`src/sv/itoar_pkg.sv`:
```
// Shared types, constants and the digit-to-character function of the radix converter.
package itoar_pkg;

  localparam int unsigned CHAR_W    = 8;
  localparam int unsigned RADIX_W   = 6;
  localparam int unsigned DIGIT_W   = 5;
  // quotient bits resolved per divider cycle
  localparam int unsigned DIV_BITS  = 8;

  localparam logic [RADIX_W-1:0] RADIX_RESET = 6'd10;
  localparam logic [RADIX_W-1:0] RADIX_MIN   = 6'd2;
  localparam logic [RADIX_W-1:0] RADIX_MAX   = 6'd32;
  localparam logic [RADIX_W-1:0] RADIX_DEC   = 6'd10;

  localparam logic [CHAR_W-1:0]  CHAR_ZERO   = 8'h30;
  localparam logic [CHAR_W-1:0]  CHAR_A      = 8'h41;
  localparam logic [CHAR_W-1:0]  CHAR_MINUS  = 8'h2D;
  localparam logic [CHAR_W-1:0]  CHAR_NONE   = 8'h00;
  localparam logic [DIGIT_W-1:0] DEC_DIGITS  = 5'd10;

  localparam int unsigned QUEUE_DEPTH = 2;
  localparam int unsigned OUT_DEPTH   = 2;
  localparam int unsigned OUT_CNT_W   = $clog2(OUT_DEPTH + 1);

  // classification of one accepted word, handed from front to back
  typedef struct packed {
    logic               err;
    logic               sgn;
    logic [RADIX_W-1:0] radix;
  } itoar_cls_t;

  localparam int unsigned CLS_W = $bits(itoar_cls_t);

  // one result word
  typedef struct packed {
    logic [CHAR_W-1:0] char_out;
    logic              last_char;
    logic              radix_error;
  } itoar_res_t;

  localparam int unsigned RES_W = $bits(itoar_res_t);

  typedef enum logic [2:0] {
    ST_IDLE,
    ST_DIV,
    ST_SIGN,
    ST_EMIT,
    ST_ERR
  } itoar_state_e;

  function automatic logic [CHAR_W-1:0] digit_char(input logic [DIGIT_W-1:0] d);
    logic [CHAR_W-1:0] c;
    if (d < DEC_DIGITS) begin
      c = CHAR_ZERO + {3'b000, d};
    end else begin
      c = CHAR_A + {3'b000, d} - {3'b000, DEC_DIGITS};
    end
    return c;
  endfunction

endpackage

```
`src/sv/integer_to_ascii_radix_core.sv`:
```
// Flow: a value waits in the front queue, then the back end divides out each digit
//   in turn, and for a negative decimal value it adds a minus sign.
// Throughput: one value at a time in the back end; its characters are then read out
//   most significant first, as long as the result queue has room.
// Reset (async, active low) clears the queues and the sequencer; radix returns to 10.
// The digit store has no reset: every entry read was written by the same value.
module integer_to_ascii_radix_core #(
  parameter int unsigned VALUE_WIDTH = 32,
  parameter int unsigned MAX_DIGITS  = 32
) (
  input  logic                          clk_i,
  input  logic                          rst_ni,
  // radix write channel
  input  logic                          cfg_valid_i,
  output logic                          cfg_ready_o,
  input  logic [itoar_pkg::RADIX_W-1:0] cfg_radix_i,
  // input word side
  input  logic                          push,
  output logic                          full,
  input  logic signed [VALUE_WIDTH-1:0] signed_value_i,
  // result word side
  output logic                          empty,
  input  logic                          pop,
  output logic [itoar_pkg::CHAR_W-1:0]  char_out_o,
  output logic                          last_char_o,
  output logic                          radix_error_o
);

  localparam int unsigned QW = itoar_pkg::CLS_W + VALUE_WIDTH;

  logic                            q_push, q_full, q_pop, q_empty;
  logic [QW-1:0]                   q_wdata, q_rdata;
  logic                            out_push, out_pop;
  logic [itoar_pkg::OUT_CNT_W-1:0] out_count;
  itoar_pkg::itoar_res_t           out_wdata, out_rdata;

  // Front: holds the radix, takes a word, works out sign, magnitude and
  // whether the radix is legal, and queues that classification.
  itoar_front #(
    .VALUE_WIDTH(VALUE_WIDTH)
  ) u_front (
    .clk_i         (clk_i),
    .rst_ni        (rst_ni),
    .cfg_valid_i   (cfg_valid_i),
    .cfg_ready_o   (cfg_ready_o),
    .cfg_radix_i   (cfg_radix_i),
    .push_i        (push),
    .signed_value_i(signed_value_i),
    .q_full_i      (q_full),
    .q_push_o      (q_push),
    .q_word_o      (q_wdata)
  );

  // Short queue so the front keeps accepting while the divider runs.
  itoar_fifo #(
    .WIDTH(QW),
    .DEPTH(itoar_pkg::QUEUE_DEPTH)
  ) u_queue (
    .clk_i  (clk_i),
    .rst_ni (rst_ni),
    .push_i (q_push),
    .data_i (q_wdata),
    .full_o (q_full),
    .pop_i  (q_pop),
    .data_o (q_rdata),
    .empty_o(q_empty),
    .count_o()
  );

  assign full = q_full;

  // Back: divides the magnitude down one digit at a time into the store,
  // least significant first, then reads it out in reverse.
  itoar_back #(
    .VALUE_WIDTH(VALUE_WIDTH),
    .MAX_DIGITS (MAX_DIGITS)
  ) u_back (
    .clk_i      (clk_i),
    .rst_ni     (rst_ni),
    .q_empty_i  (q_empty),
    .q_word_i   (q_rdata),
    .q_pop_o    (q_pop),
    .out_count_i(out_count),
    .out_pop_i  (out_pop),
    .out_push_o (out_push),
    .out_word_o (out_wdata)
  );

  // Result queue decouples the readout from a stalled consumer.
  assign out_pop = pop && !empty;

  itoar_fifo #(
    .WIDTH(itoar_pkg::RES_W),
    .DEPTH(itoar_pkg::OUT_DEPTH)
  ) u_out (
    .clk_i  (clk_i),
    .rst_ni (rst_ni),
    .push_i (out_push),
    .data_i (out_wdata),
    .full_o (),
    .pop_i  (pop),
    .data_o (out_rdata),
    .empty_o(empty),
    .count_o(out_count)
  );

  assign char_out_o    = out_rdata.char_out;
  assign last_char_o   = out_rdata.last_char;
  assign radix_error_o = out_rdata.radix_error;

endmodule

```
`src/sv/itoar_fifo.sv`:
```
// Small register queue with show-ahead read; push while full is allowed only with a pop.
module itoar_fifo #(
  parameter int unsigned WIDTH = 8,
  parameter int unsigned DEPTH = 2
) (
  input  logic                       clk_i,
  input  logic                       rst_ni,
  input  logic                       push_i,
  input  logic [WIDTH-1:0]           data_i,
  output logic                       full_o,
  input  logic                       pop_i,
  output logic [WIDTH-1:0]           data_o,
  output logic                       empty_o,
  output logic [$clog2(DEPTH+1)-1:0] count_o
);

  localparam int unsigned PTR_W = $clog2(DEPTH);
  localparam int unsigned CNT_W = $clog2(DEPTH + 1);

  logic [WIDTH-1:0] mem_q [DEPTH];
  logic [PTR_W-1:0] wr_ptr_q, wr_ptr_d;
  logic [PTR_W-1:0] rd_ptr_q, rd_ptr_d;
  logic [CNT_W-1:0] cnt_q, cnt_d;
  logic             wr_fire, rd_fire;

  assign full_o  = (cnt_q == CNT_W'(DEPTH));
  assign empty_o = (cnt_q == '0);
  assign count_o = cnt_q;
  assign data_o  = mem_q[rd_ptr_q];

  assign rd_fire = pop_i && !empty_o;
  assign wr_fire = push_i && (!full_o || rd_fire);

  always_comb begin
    wr_ptr_d = wr_ptr_q;
    rd_ptr_d = rd_ptr_q;
    cnt_d    = cnt_q;
    if (wr_fire) begin
      wr_ptr_d = (wr_ptr_q == PTR_W'(DEPTH - 1)) ? '0 : wr_ptr_q + PTR_W'(1);
    end
    if (rd_fire) begin
      rd_ptr_d = (rd_ptr_q == PTR_W'(DEPTH - 1)) ? '0 : rd_ptr_q + PTR_W'(1);
    end
    if (wr_fire && !rd_fire) begin
      cnt_d = cnt_q + CNT_W'(1);
    end else if (rd_fire && !wr_fire) begin
      cnt_d = cnt_q - CNT_W'(1);
    end
  end

  always_ff @(posedge clk_i or negedge rst_ni) begin
    if (!rst_ni) begin
      wr_ptr_q <= '0;
      rd_ptr_q <= '0;
      cnt_q    <= '0;
    end else begin
      wr_ptr_q <= wr_ptr_d;
      rd_ptr_q <= rd_ptr_d;
      cnt_q    <= cnt_d;
    end
  end

  always_ff @(posedge clk_i) begin
    if (wr_fire) begin
      mem_q[wr_ptr_q] <= data_i;
    end
  end

endmodule

```
`src/sv/itoar_front.sv`:
```
// Front end: radix register, input accept and classification of each value.
module itoar_front #(
  parameter int unsigned VALUE_WIDTH = 32
) (
  input  logic                                          clk_i,
  input  logic                                          rst_ni,
  input  logic                                          cfg_valid_i,
  output logic                                          cfg_ready_o,
  input  logic [itoar_pkg::RADIX_W-1:0]                 cfg_radix_i,
  input  logic                                          push_i,
  input  logic signed [VALUE_WIDTH-1:0]                 signed_value_i,
  input  logic                                          q_full_i,
  output logic                                          q_push_o,
  output logic [itoar_pkg::CLS_W+VALUE_WIDTH-1:0]       q_word_o
);

  logic [itoar_pkg::RADIX_W-1:0] radix_q;
  logic [VALUE_WIDTH-1:0]        val_u;
  logic [VALUE_WIDTH-1:0]        mag;
  logic                          neg;
  itoar_pkg::itoar_cls_t         cls;

  assign cfg_ready_o = 1'b1;

  always_ff @(posedge clk_i or negedge rst_ni) begin
    if (!rst_ni) begin
      radix_q <= itoar_pkg::RADIX_RESET;
    end else if (cfg_valid_i) begin
      radix_q <= cfg_radix_i;
    end
  end

  // most negative value wraps to 2^(W-1), which is its magnitude as unsigned
  assign val_u = signed_value_i;
  assign neg   = val_u[VALUE_WIDTH-1];
  assign mag   = neg ? (~val_u + VALUE_WIDTH'(1)) : val_u;

  always_comb begin
    cls.err   = (radix_q < itoar_pkg::RADIX_MIN) || (radix_q > itoar_pkg::RADIX_MAX);
    cls.sgn   = neg && (radix_q == itoar_pkg::RADIX_DEC);
    cls.radix = radix_q;
  end

  assign q_push_o = push_i && !q_full_i;
  assign q_word_o = {cls, mag};

endmodule

```
`src/sv/itoar_back.sv`:
```
// Back end: iterative divider, digit store and most-significant-first readout.
module itoar_back #(
  parameter int unsigned VALUE_WIDTH = 32,
  parameter int unsigned MAX_DIGITS  = 32
) (
  input  logic                                    clk_i,
  input  logic                                    rst_ni,
  input  logic                                    q_empty_i,
  input  logic [itoar_pkg::CLS_W+VALUE_WIDTH-1:0] q_word_i,
  output logic                                    q_pop_o,
  input  logic [itoar_pkg::OUT_CNT_W-1:0]         out_count_i,
  input  logic                                    out_pop_i,
  output logic                                    out_push_o,
  output itoar_pkg::itoar_res_t                   out_word_o
);

  localparam int unsigned DB    = itoar_pkg::DIV_BITS;
  localparam int unsigned STEPS = (VALUE_WIDTH + DB - 1) / DB;
  localparam int unsigned PW    = STEPS * DB;
  localparam int unsigned SW    = $clog2(STEPS + 1);
  localparam int unsigned NW    = $clog2(MAX_DIGITS + 1);
  localparam int unsigned IW    = $clog2(MAX_DIGITS);
  localparam int unsigned OW    = itoar_pkg::OUT_CNT_W + 1;
  localparam int unsigned RW    = itoar_pkg::RADIX_W;
  localparam int unsigned CW    = itoar_pkg::CHAR_W;

  itoar_pkg::itoar_state_e state_q, state_d;

  logic [PW-1:0]      dvd_q, dvd_d, dvd_next;
  logic [RW-1:0]      rem_q, rem_d, rem_next;
  logic [SW-1:0]      step_q, step_d;
  logic [NW-1:0]      n_q, n_d, n_inc, n_dec;
  logic [IW-1:0]      idx_q, idx_d;
  logic [RW-1:0]      radix_q, radix_d;
  logic               sgn_q, sgn_d;
  logic               rd_vld_q, rd_last_q;
  logic [CW-1:0]      rd_data_q;
  logic [CW-1:0]      store_q [MAX_DIGITS];

  logic               wr_en;
  logic [IW-1:0]      wr_addr;
  logic [CW-1:0]      wr_data;
  logic               rd_issue, err_push;
  logic [OW-1:0]      occ, lim;
  logic               space;
  logic [DB-1:0]      chunk, qbits;
  logic [RW-1:0]      r;
  logic [PW+DB-1:0]   shifted;
  itoar_pkg::itoar_cls_t  cls;
  logic [VALUE_WIDTH-1:0] mag;

  assign cls = itoar_pkg::itoar_cls_t'(q_word_i[itoar_pkg::CLS_W+VALUE_WIDTH-1:VALUE_WIDTH]);
  assign mag = q_word_i[VALUE_WIDTH-1:0];

  // one radix-2 restoring step per quotient bit; remainder stays below 32
  always_comb begin
    chunk = dvd_q[PW-1 -: DB];
    r     = rem_q;
    qbits = '0;
    for (int i = DB - 1; i >= 0; i--) begin
      r = {r[RW-2:0], chunk[i]};
      if (r >= radix_q) begin
        r        = r - radix_q;
        qbits[i] = 1'b1;
      end
    end
    rem_next = r;
    shifted  = {dvd_q, qbits};
    dvd_next = shifted[PW-1:0];
  end

  // readout credit: words held plus the read in flight, less a pop this cycle
  assign occ   = {1'b0, out_count_i} + OW'(rd_vld_q);
  assign lim   = OW'(itoar_pkg::OUT_DEPTH) + OW'(out_pop_i);
  assign space = occ < lim;

  assign n_inc = n_q + NW'(1);
  assign n_dec = n_q - NW'(1);

  always_comb begin
    state_d  = state_q;
    dvd_d    = dvd_q;
    rem_d    = rem_q;
    step_d   = step_q;
    n_d      = n_q;
    idx_d    = idx_q;
    radix_d  = radix_q;
    sgn_d    = sgn_q;
    q_pop_o  = 1'b0;
    wr_en    = 1'b0;
    wr_addr  = n_q[IW-1:0];
    wr_data  = itoar_pkg::digit_char(rem_next[itoar_pkg::DIGIT_W-1:0]);
    rd_issue = 1'b0;
    err_push = 1'b0;
    unique case (state_q)
      itoar_pkg::ST_IDLE: begin
        if (!q_empty_i) begin
          q_pop_o = 1'b1;
          dvd_d   = PW'(mag);
          rem_d   = '0;
          step_d  = '0;
          n_d     = '0;
          radix_d = cls.radix;
          sgn_d   = cls.sgn;
          state_d = cls.err ? itoar_pkg::ST_ERR : itoar_pkg::ST_DIV;
        end
      end
      itoar_pkg::ST_DIV: begin
        dvd_d  = dvd_next;
        rem_d  = rem_next;
        step_d = step_q + SW'(1);
        if (step_q == SW'(STEPS - 1)) begin
          rem_d  = '0;
          step_d = '0;
          idx_d  = n_dec[IW-1:0];
          // digits past the store size are dropped, keeping the low ones
          if (n_q < NW'(MAX_DIGITS)) begin
            wr_en = 1'b1;
            n_d   = n_inc;
            idx_d = n_q[IW-1:0];
          end
          if (dvd_next == '0) begin
            if (sgn_d && (n_d < NW'(MAX_DIGITS))) begin
              state_d = itoar_pkg::ST_SIGN;
            end else begin
              state_d = itoar_pkg::ST_EMIT;
            end
          end
        end
      end
      itoar_pkg::ST_SIGN: begin
        wr_en   = 1'b1;
        wr_data = itoar_pkg::CHAR_MINUS;
        n_d     = n_inc;
        idx_d   = n_q[IW-1:0];
        state_d = itoar_pkg::ST_EMIT;
      end
      itoar_pkg::ST_EMIT: begin
        if (space) begin
          rd_issue = 1'b1;
          if (idx_q == '0) begin
            state_d = itoar_pkg::ST_IDLE;
          end else begin
            idx_d = idx_q - IW'(1);
          end
        end
      end
      itoar_pkg::ST_ERR: begin
        if (space && !rd_vld_q) begin
          err_push = 1'b1;
          state_d  = itoar_pkg::ST_IDLE;
        end
      end
      default: begin
        state_d = itoar_pkg::ST_IDLE;
      end
    endcase
  end

  always_ff @(posedge clk_i or negedge rst_ni) begin
    if (!rst_ni) begin
      state_q  <= itoar_pkg::ST_IDLE;
      rd_vld_q <= 1'b0;
    end else begin
      state_q  <= state_d;
      rd_vld_q <= rd_issue;
    end
  end

  always_ff @(posedge clk_i) begin
    dvd_q     <= dvd_d;
    rem_q     <= rem_d;
    step_q    <= step_d;
    n_q       <= n_d;
    idx_q     <= idx_d;
    radix_q   <= radix_d;
    sgn_q     <= sgn_d;
    rd_last_q <= (idx_q == '0);
  end

  always_ff @(posedge clk_i) begin
    if (wr_en) begin
      store_q[wr_addr] <= wr_data;
    end
    if (rd_issue) begin
      rd_data_q <= store_q[idx_q];
    end
  end

  assign out_push_o = rd_vld_q || err_push;

  always_comb begin
    if (rd_vld_q) begin
      out_word_o.char_out    = rd_data_q;
      out_word_o.last_char   = rd_last_q;
      out_word_o.radix_error = 1'b0;
    end else begin
      out_word_o.char_out    = itoar_pkg::CHAR_NONE;
      out_word_o.last_char   = 1'b1;
      out_word_o.radix_error = 1'b1;
    end
  end

endmodule

```
`config.mk`:
```
export PLATFORM = sky130hd
export DESIGN_NAME = integer_to_ascii_radix_core
export DESIGN_NICKNAME = d
export VERILOG_FILES = /design/src/sv/itoar_pkg.sv /design/src/sv/integer_to_ascii_radix_core.sv /design/src/sv/itoar_fifo.sv /design/src/sv/itoar_front.sv /design/src/sv/itoar_back.sv
export SDC_FILE = /design/constraint.sdc
export NUM_CORES = 1
export LEC_CHECK = 0
export BUFFER_PORTS_ARGS = -buffer_cell sky130_fd_sc_hd__buf_4
export CORE_ASPECT_RATIO = 0.5
export CORE_UTILIZATION = 44
export DETAILED_ROUTE_END_ITERATION = 7
export HOLD_SLACK_MARGIN = 0.15
export SYNTH_ARGS = -nofsm -noshare
export SYNTH_HDL_FRONTEND = slang
export SYNTH_SLANG_ARGS = --single-unit
```
`constraint.sdc`:
```
create_clock -name clk_i -period 23.6 [get_ports clk_i]
set_clock_uncertainty 0.05 [all_clocks]
set_input_delay 1.18 -clock clk_i [delete_from_list [all_inputs] [get_ports clk_i]]
set_output_delay 1.18 -clock clk_i [all_outputs]
set_load 0.1 [all_outputs]
```
## Word-level counts from Yosys, hierarchy flattened

Memories as Yosys holds them, arrays and structs flattened. A register that Yosys moved wholly into a read port is not among the register bits.
Index checks and enable logic that the tools add are counted.

| storage, ports and cells | value |
|---|---|
| logic and storage cells | 187 |
| memory bits (writable) | 356 |
| output and inout port bits | 13 |
| flip-flop bits (word level) | 77 |
| input port bits | 43 |
| memories kept | 3 |

Memories:

| name | words | bits a word | read ports | clocked after Yosys merged registers in | wr ports | RTL line | RTL |
|---|---|---|---|---|---|---|---|
| u_back.store_q | 32 | 8 | 1 | 1 | 1 | itoar_back.sv:38 | `logic [CW-1:0] store_q [MAX_DIGITS];` |
| u_queue.mem_q | 2 | 40 | 1 | 0 | 1 | itoar_fifo.sv:20 | `logic [WIDTH-1:0] mem_q [DEPTH];` |
| u_out.mem_q | 2 | 10 | 1 | 0 | 1 | itoar_fifo.sv:20 |  |

| cells by class | value |
|---|---|
| add/subtract/negate cells | 26 |
| bitwise operators | 2 |
| multiplexer cells | 70 |
| magnitude comparators | 14 |
| equal/unequal tests | 15 |
| reductions and logical operators | 40 |

Operator list:

| operator | number |
|---|---|
| 5-bit two-way mux | 13 |
| 32-bit two-way mux | 2 |
| 32-bit one-hot mux with 2 select lines | 1 |
| 6-bit >= comparator | 8 |
| 5-bit subtractor | 8 |
| 32-bit by 1-bit adder with 32-bit output (second input constant) | 1 |
| 32-bit logical NOT | 1 |
| 32-bit NOT | 1 |
| 6-bit two-way mux | 5 |
| 1-bit two-way mux | 27 |
| 3-bit two-way mux | 9 |
| 6-bit one-hot mux with 3 select lines | 1 |
| 8-bit two-way mux | 2 |
| 3-bit one-hot mux with 5 select lines | 1 |
| 5-bit one-hot mux with 3 select lines | 1 |
| 1-bit logical AND | 12 |
| 6-bit less-than comparator (second input constant) | 2 |
| 10-bit two-way mux | 1 |
| 2-bit by 1-bit != test with 1-bit output (second input constant) | 5 |
| 5-bit one-hot mux with 2 select lines | 1 |
| 5-bit by 1-bit subtractor with 5-bit output (second input constant) | 2 |
| 3-bit by 2-bit equality test with 1-bit output (second input constant) | 3 |
| 1-bit logical NOT | 9 |
| 7-bit by 5-bit adder with 8-bit output (first input constant) | 1 |
| 32 further kinds | 50 |

## Depth between registers and ports, before layout

| depth | value |
|---|---|
| depth in word-level cells | 20 |
| gate-level depth with buffers | 61 |
| mapped depth without buffers | 60 |

## Hierarchy

A second synthesis with hierarchy kept.

| unflattened totals | value |
|---|---|
| cells, all modules | 1364 |
| area, all modules | 19790.2 µm² |

Modules (own cells, without submodules):

| module | times used | area an instance (µm²) | cells an instance | sequential area each (µm²) |
|---|---|---|---|---|
| itoar_back | 1 | 14491.4 | 1042 | 8798.4 |
| itoar_fifo (u_queue) | 1 | 3315.7 | 145 | 2502.4 |
| itoar_front | 1 | 1033.5 | 125 | 152.6 |
| itoar_fifo (u_out) | 1 | 935.9 | 51 | 700.7 |
| integer_to_ascii_radix_core | 1 | 13.8 | 1 | 0.0 |

## Worst setup path after synthesis

OpenSTA, ideal clock, no wires.

| path | value |
|---|---|
| path kind | reg-to-reg |
| from | reg u_back.radix_q[1] |
| to | mem u_back.store_q[0][4] (netlist bit), data pin |
| period minus slack after synthesis | 14.709 ns |
| setup time | 0.445 ns |
| data arrival time | 14.214 ns |
| buffers on the path | 2 |
| setup slack | 8.891 ns |
| stages on the path, launching flop included | 54 |
| cells stage by stage | edfxtp_1 inv_1 fa_1 a21o_1 a21o_1 o221ai_2 mux2_2 ha_1 nor2b_1 o21ai_0 nand2b_1 o221ai_1 mux2i_1 ha_1 nor2b_1 o21ai_0 a21boi_0 o31a_1 [... 18 more ...] a21oi_2 mux2i_1 inv_1 fa_1 nor2b_1 o31ai_1 a31oi_1 mux2_2 fa_1 nand2b_1 a21oi_1 o221a_2 clkbuf_1 nor2_1 a211oi_1 a21oi_1 and3_1 nor3_1 |

| on the way | value |
|---|---|
| longest elaborated chain between the ends | 20 |
| elaborated cells on any way between the ends | 30 |

RTL lines:

| what | RTL line | RTL |
|---|---|---|
| start, declared | itoar_back.sv:34 | `logic [RW-1:0] radix_q, radix_d;` |
| start signal, assigned | itoar_back.sv:176 | `radix_q <= radix_d;` |
| 5-bit subtractor or 6-bit >= comparator (tied branches) | itoar_back.sv:63, itoar_back.sv:62 |  |
| 5-bit two-way mux | itoar_back.sv:62 | `if (r >= radix_q) begin` |
| 5-bit subtractor or 6-bit >= comparator (tied branches) | itoar_back.sv:63, itoar_back.sv:62 |  |
| 5-bit two-way mux | itoar_back.sv:62 |  |
| 5-bit subtractor or 6-bit >= comparator (tied branches) | itoar_back.sv:63, itoar_back.sv:62 |  |
| 5-bit two-way mux | itoar_back.sv:62 |  |
| 5-bit subtractor or 6-bit >= comparator (tied branches) | itoar_back.sv:63, itoar_back.sv:62 |  |
| 5-bit two-way mux | itoar_back.sv:62 |  |
| [... 5 more ...] | n/a |  |
| 5-bit two-way mux | itoar_back.sv:62 |  |
| 5-bit subtractor or 6-bit >= comparator (tied branches) | itoar_back.sv:63, itoar_back.sv:62 |  |
| 5-bit two-way mux (*) | itoar_back.sv:62 |  |
| 7-bit by 5-bit adder with 8-bit output | itoar_pkg.sv:56 | `c = CHAR_A + {3'b000, d} - {3'b000, DEC_DIGITS};` |
| 8-bit by 4-bit subtractor with 8-bit output | itoar_pkg.sv:56 |  |
| 8-bit two-way mux (*) | itoar_pkg.sv:53 | `if (d < DEC_DIGITS) begin` |
| 8-bit two-way mux (*) | itoar_back.sv:95 | `unique case (state_q)` |
| net u_back.wr_data[4] | itoar_back.sv:42 | `logic [CW-1:0] wr_data;` |
| end, declared | itoar_back.sv:38 |  |

The timed path passes the listed nets; every way through them passes the cells marked *.

## Worst setup path in the final report

| path | value |
|---|---|
| from | reg u_back.radix_q[1] |
| to | mem u_back.store_q[28][0] (netlist bit), data pin |

| on the way | value |
|---|---|
| longest elaborated chain between the ends | 20 |
| elaborated cells on any way between the ends | 30 |

RTL lines:

| what | RTL line |
|---|---|
| 5-bit subtractor or 6-bit >= comparator (tied branches) | itoar_back.sv:63, itoar_back.sv:62 |
| 5-bit two-way mux | itoar_back.sv:62 |
| 5-bit subtractor or 6-bit >= comparator (tied branches) | itoar_back.sv:63, itoar_back.sv:62 |
| 5-bit two-way mux | itoar_back.sv:62 |
| 5-bit subtractor or 6-bit >= comparator (tied branches) | itoar_back.sv:63, itoar_back.sv:62 |
| 5-bit two-way mux | itoar_back.sv:62 |
| 5-bit subtractor or 6-bit >= comparator (tied branches) | itoar_back.sv:63, itoar_back.sv:62 |
| 5-bit two-way mux | itoar_back.sv:62 |
| [... 5 more ...] | n/a |
| 5-bit two-way mux | itoar_back.sv:62 |
| 6-bit >= comparator | itoar_back.sv:62 |
| 5-bit two-way mux (*) | itoar_back.sv:62 |
| 7-bit by 5-bit adder with 8-bit output | itoar_pkg.sv:56 |
| 8-bit by 4-bit subtractor with 8-bit output | itoar_pkg.sv:56 |
| 8-bit two-way mux (*) | itoar_pkg.sv:53 |
| 8-bit two-way mux (*) | itoar_back.sv:95 |
| net u_back.wr_data[0] | itoar_back.sv:42 |

Marks and branches as above.

==> impl_metrics.tcl <==
set metrics [dict create \
    finalCritPeriodShare 0.7075 \
    fill_cells 3571 \
    grt_pass1_wl_um 62310 \
    tritoncts "built" \
    syn_area_sq_mm 0.01897 \
    cp-start-kind "flip-flop" \
    synth_xor_area_frac 0.02954 \
    cp_data_required_time_ps 23910 \
    cts_buffers 38 \
    timing.setup.tns_ps 0 \
    post_cts_resized 0 \
    place.gp.congestion 0.8288 \
    antenna_found_initial 0 \
    status "finished clean" \
    syn_to_final_growth_pct 12.20 \
    synth_mux_area_frac 0.1252 \
    netlist_instances 1263 \
    cpPeakStageDelay_ps 830 \
    crit_slowest_cell "mux2i_2" \
    clk_pin_slew_ps 60 \
    h-tree-depth 2 \
    insertedDiodeCount 0 \
    ys.warnings.count 0 \
    synth-simple-area-share 0.07551 \
    holdWs_ps 452.2 \
    totalWireLength_um 39520 \
    synth_seq_cells 406 \
    wl_met2_um 19160 \
    fin_cells 1921 \
    wl_per_cell_um 20.57 \
    clkLatencyLatePin_ps 530 \
    met3_length_um 1631 \
    num_rows 53 \
    hold_buffers 0 \
    first_pass_iters 5 \
    cts_buffer_depth 3 \
    ys_seq_area_frac 0.6374 \
    grt_setup_unrepaired "false" \
    die_h_um 148.8 \
    met1_length_um 18020 \
    fmax_ghz 0.05989 \
    postCtsSetupBuffers 0 \
    via_per_inst 5.480 \
    slew_headroom 0.1140 \
    grt_max_degree 70 \
    cts.sinks 406 \
    fin_crit_ps 16700 \
    grt-ovfl-total 0 \
    hold_viol_final 0 \
    drive_above_1_share 0.1897 \
    cts-root-buf "clkbuf_16" \
    async_flop_share 0.04433 \
    dieArea_sq_mm 0.04401 \
    rrSetupSlack_ps 6900 \
    start_util 0.4492 \
    via_count 10530 \
    top_layer "met4" \
    critPathArrivalTime_ps 17010 \
    die_w_um 295.7 \
    worstSetupPathType "flip-flop to flip-flop" \
    core_sq_mm 0.04224 \
    postSynthAreaPerCell_sq_um 15.02 \
    drt_iter0_drc 782 \
    grt_pass1_vias 10900 \
    synth-compound-area-share 0.06146 \
    placed_area_sq_mm 0.02002 \
    nets 1434 \
    io-pin-count 56 \
    numPortBuffers 53 \
    final_cell_area_sq_mm 0.02129 \
    maxSlewViolCount 0 \
    path_max_fanout 17 \
    synth_nets 1378 \
    drc_errors 0 \
    dp_hpwl_um 26530 \
    post-place-cells 1856 \
    track_usage 0.1864 \
    synth_top_family_by_area "multiplexers" \
    synth_ff_type "edfxtp_1" \
    hold_path_class "flip-flop to flip-flop" \
    finalSetupViolations 0 \
    max-cap-violations 0 \
    synthAdderAreaFrac 0.05065 \
    yosys.cell_types.count 69 \
    end_kind "flip-flop" \
    antenna_left 0 \
    synth_edf_count 387 \
    tightest_slew_ps 1329 \
]
==> synth_stat cells, types with 6 or more instances <==
| library cell | instances | area [sq um] |
|---|---|---|
| edfxtp_1 | 387 | 11620 |
| nor2_1 | 87 | 326.6 |
| nand2_1 | 83 | 311.6 |
| mux4_2 | 70 | 1577 |
| o21ai_0 | 67 | 335.3 |
| ha_1 | 64 | 800.8 |
| inv_1 | 50 | 187.7 |
| xnor2_1 | 47 | 411.6 |
| mux2_2 | 38 | 427.9 |
| mux2i_1 | 37 | 370.4 |
| clkbuf_1 | 36 | 135.1 |
| a21oi_1 | 29 | 145.1 |
| a21o_1 | 17 | 127.6 |
| xor2_1 | 17 | 148.9 |
| dfrtp_1 | 16 | 400.4 |
| nor3_1 | 16 | 80.08 |
| or3_1 | 15 | 93.84 |
| nor4_1 | 13 | 81.33 |
| and2_1 | 12 | 75.07 |
| nand2b_1 | 12 | 75.07 |
| nand3_1 | 11 | 55.05 |
| nor2b_1 | 11 | 68.82 |
| o31ai_1 | 11 | 82.58 |
| buf_1 | 9 | 33.78 |
| fa_1 | 8 | 160.2 |
| a21boi_0 | 7 | 52.55 |
| nand4_1 | 7 | 43.79 |
| and3_1 | 6 | 37.54 |
==> registers in the layout, indices dropped and copies added (netlist names), 2 cells and up <==
signal	flops
u_back.state_q	3
u_queue.count_o	2
u_back.rd_data_q	7
u_back.idx_q	5
u_out.count_o	2
u_queue.mem_q	80
u_back.dvd_q	32
u_back.n_q	6
u_front.radix_q	6
u_back.step_q	3
u_back.store_q	224
u_back.radix_q	6
u_back.rem_q	5
u_out.mem_q	18
==> per-layer routing <==
metal  vias to the layer above  global-route usage
met5                         -                   0
met4                         0             0.04119
met3                        40             0.03248
met2                       214              0.3125
met1                      5309              0.2551
li1                       4964                   -
==> cells in the final DEF (no fill, tap or decap), types with 5 or more instances in the layout <==
| cell type | instances |
|---|---|
| mux2i_1 | 36 |
| or3_1 | 15 |
| edfxtp_1 | 387 |
| a21oi_1 | 29 |
| clkbuf_1 | 6 |
| nand2b_1 | 12 |
| nand4_1 | 7 |
| o31ai_1 | 11 |
| nor2b_1 | 11 |
| and2_1 | 12 |
| dfrtp_1 | 15 |
| o21ai_0 | 67 |
| a21o_1 | 17 |
| xnor2_1 | 47 |
| nor4_1 | 13 |
| ha_1 | 64 |
| a211oi_1 | 5 |
| clkinv_1 | 5 |
| nand2_1 | 83 |
| nand3_1 | 11 |
| clkinv_2 | 5 |
| bufinv_16 | 6 |
| xor2_1 | 17 |
| nor2_1 | 85 |
| clkbuf_16 | 39 |
| and3_1 | 5 |
| nor3_1 | 15 |
| mux4_2 | 70 |
| fa_1 | 8 |
| inv_1 | 50 |
| a21boi_0 | 7 |
| buf_4 | 64 |
| mux2_2 | 38 |
==> layout make-up <==
class	instances	area, sq um	share of cell area
Multi-Input combinational cell	759	6534	0.3069
Timing Repair Buffer	64	480.5	0.02257
Sequential cell	406	12100	0.5682
Clock inverter	20	270.3	0.01270
Tap cell	577	721.9	0.03391
Inverter	50	187.7	0.008816
Clock buffer	45	998.5	0.04690
==> path summary, 6_finish.rpt <==
path | start | end | cells after the start
max reg2reg | u_back.radix_q[1] | u_back.store_q[28][0] | 52
min reg2reg | u_back.rd_last_q | u_out.mem_q[0][1] | 1
max | u_back.radix_q[1] | u_back.store_q[28][0] | 52
min | u_back.rd_last_q | u_out.mem_q[0][1] | 1
max in group asynchronous | rst_ni | u_front.radix_q[1] | 1
min in group asynchronous | rst_ni | u_back.state_q[2] | 1
==> metrics by stage <==
step / util / worst slack, ps
2_1_floorplan: - / 8891
3_3_place_gp: 0.4739 / 7826
3_5_place_dp: 0.4739 / 7040
4_1_cts: 0.5040 / 6982
5_1_grt: 0.5040 / 5465
6_report: 0.5040 / 6904
==> worst max-delay path: cells and delay by family (launching register included) <==
family / cells / cell delay (ps)
buf+inv: 5 / 1060
fa+ha+maj: 8 / 3090
simple gates: 11 / 2460
compound gates: 23 / 6680
mux: 5 / 2420
flops: 1 / 740
==> kinds of logic (layout without fill, tap and decap cells) <==
kind of cell | count (synthesis) | in the layout
multiplexers | 145 | 145
AO/OA/AOI/OAI | 181 | 181
AND/OR/NAND/NOR | 295 | 295
flip-flops | 406 | 406
XOR/XNOR | 64 | 64
other | 2 | 2
adder cells (fa/ha/maj) | 72 | 72
buffers and inverters | 98 | 179
Power is not shown: default switching activity piles up to over one toggle a cycle in this logic, so the estimate is an artifact.
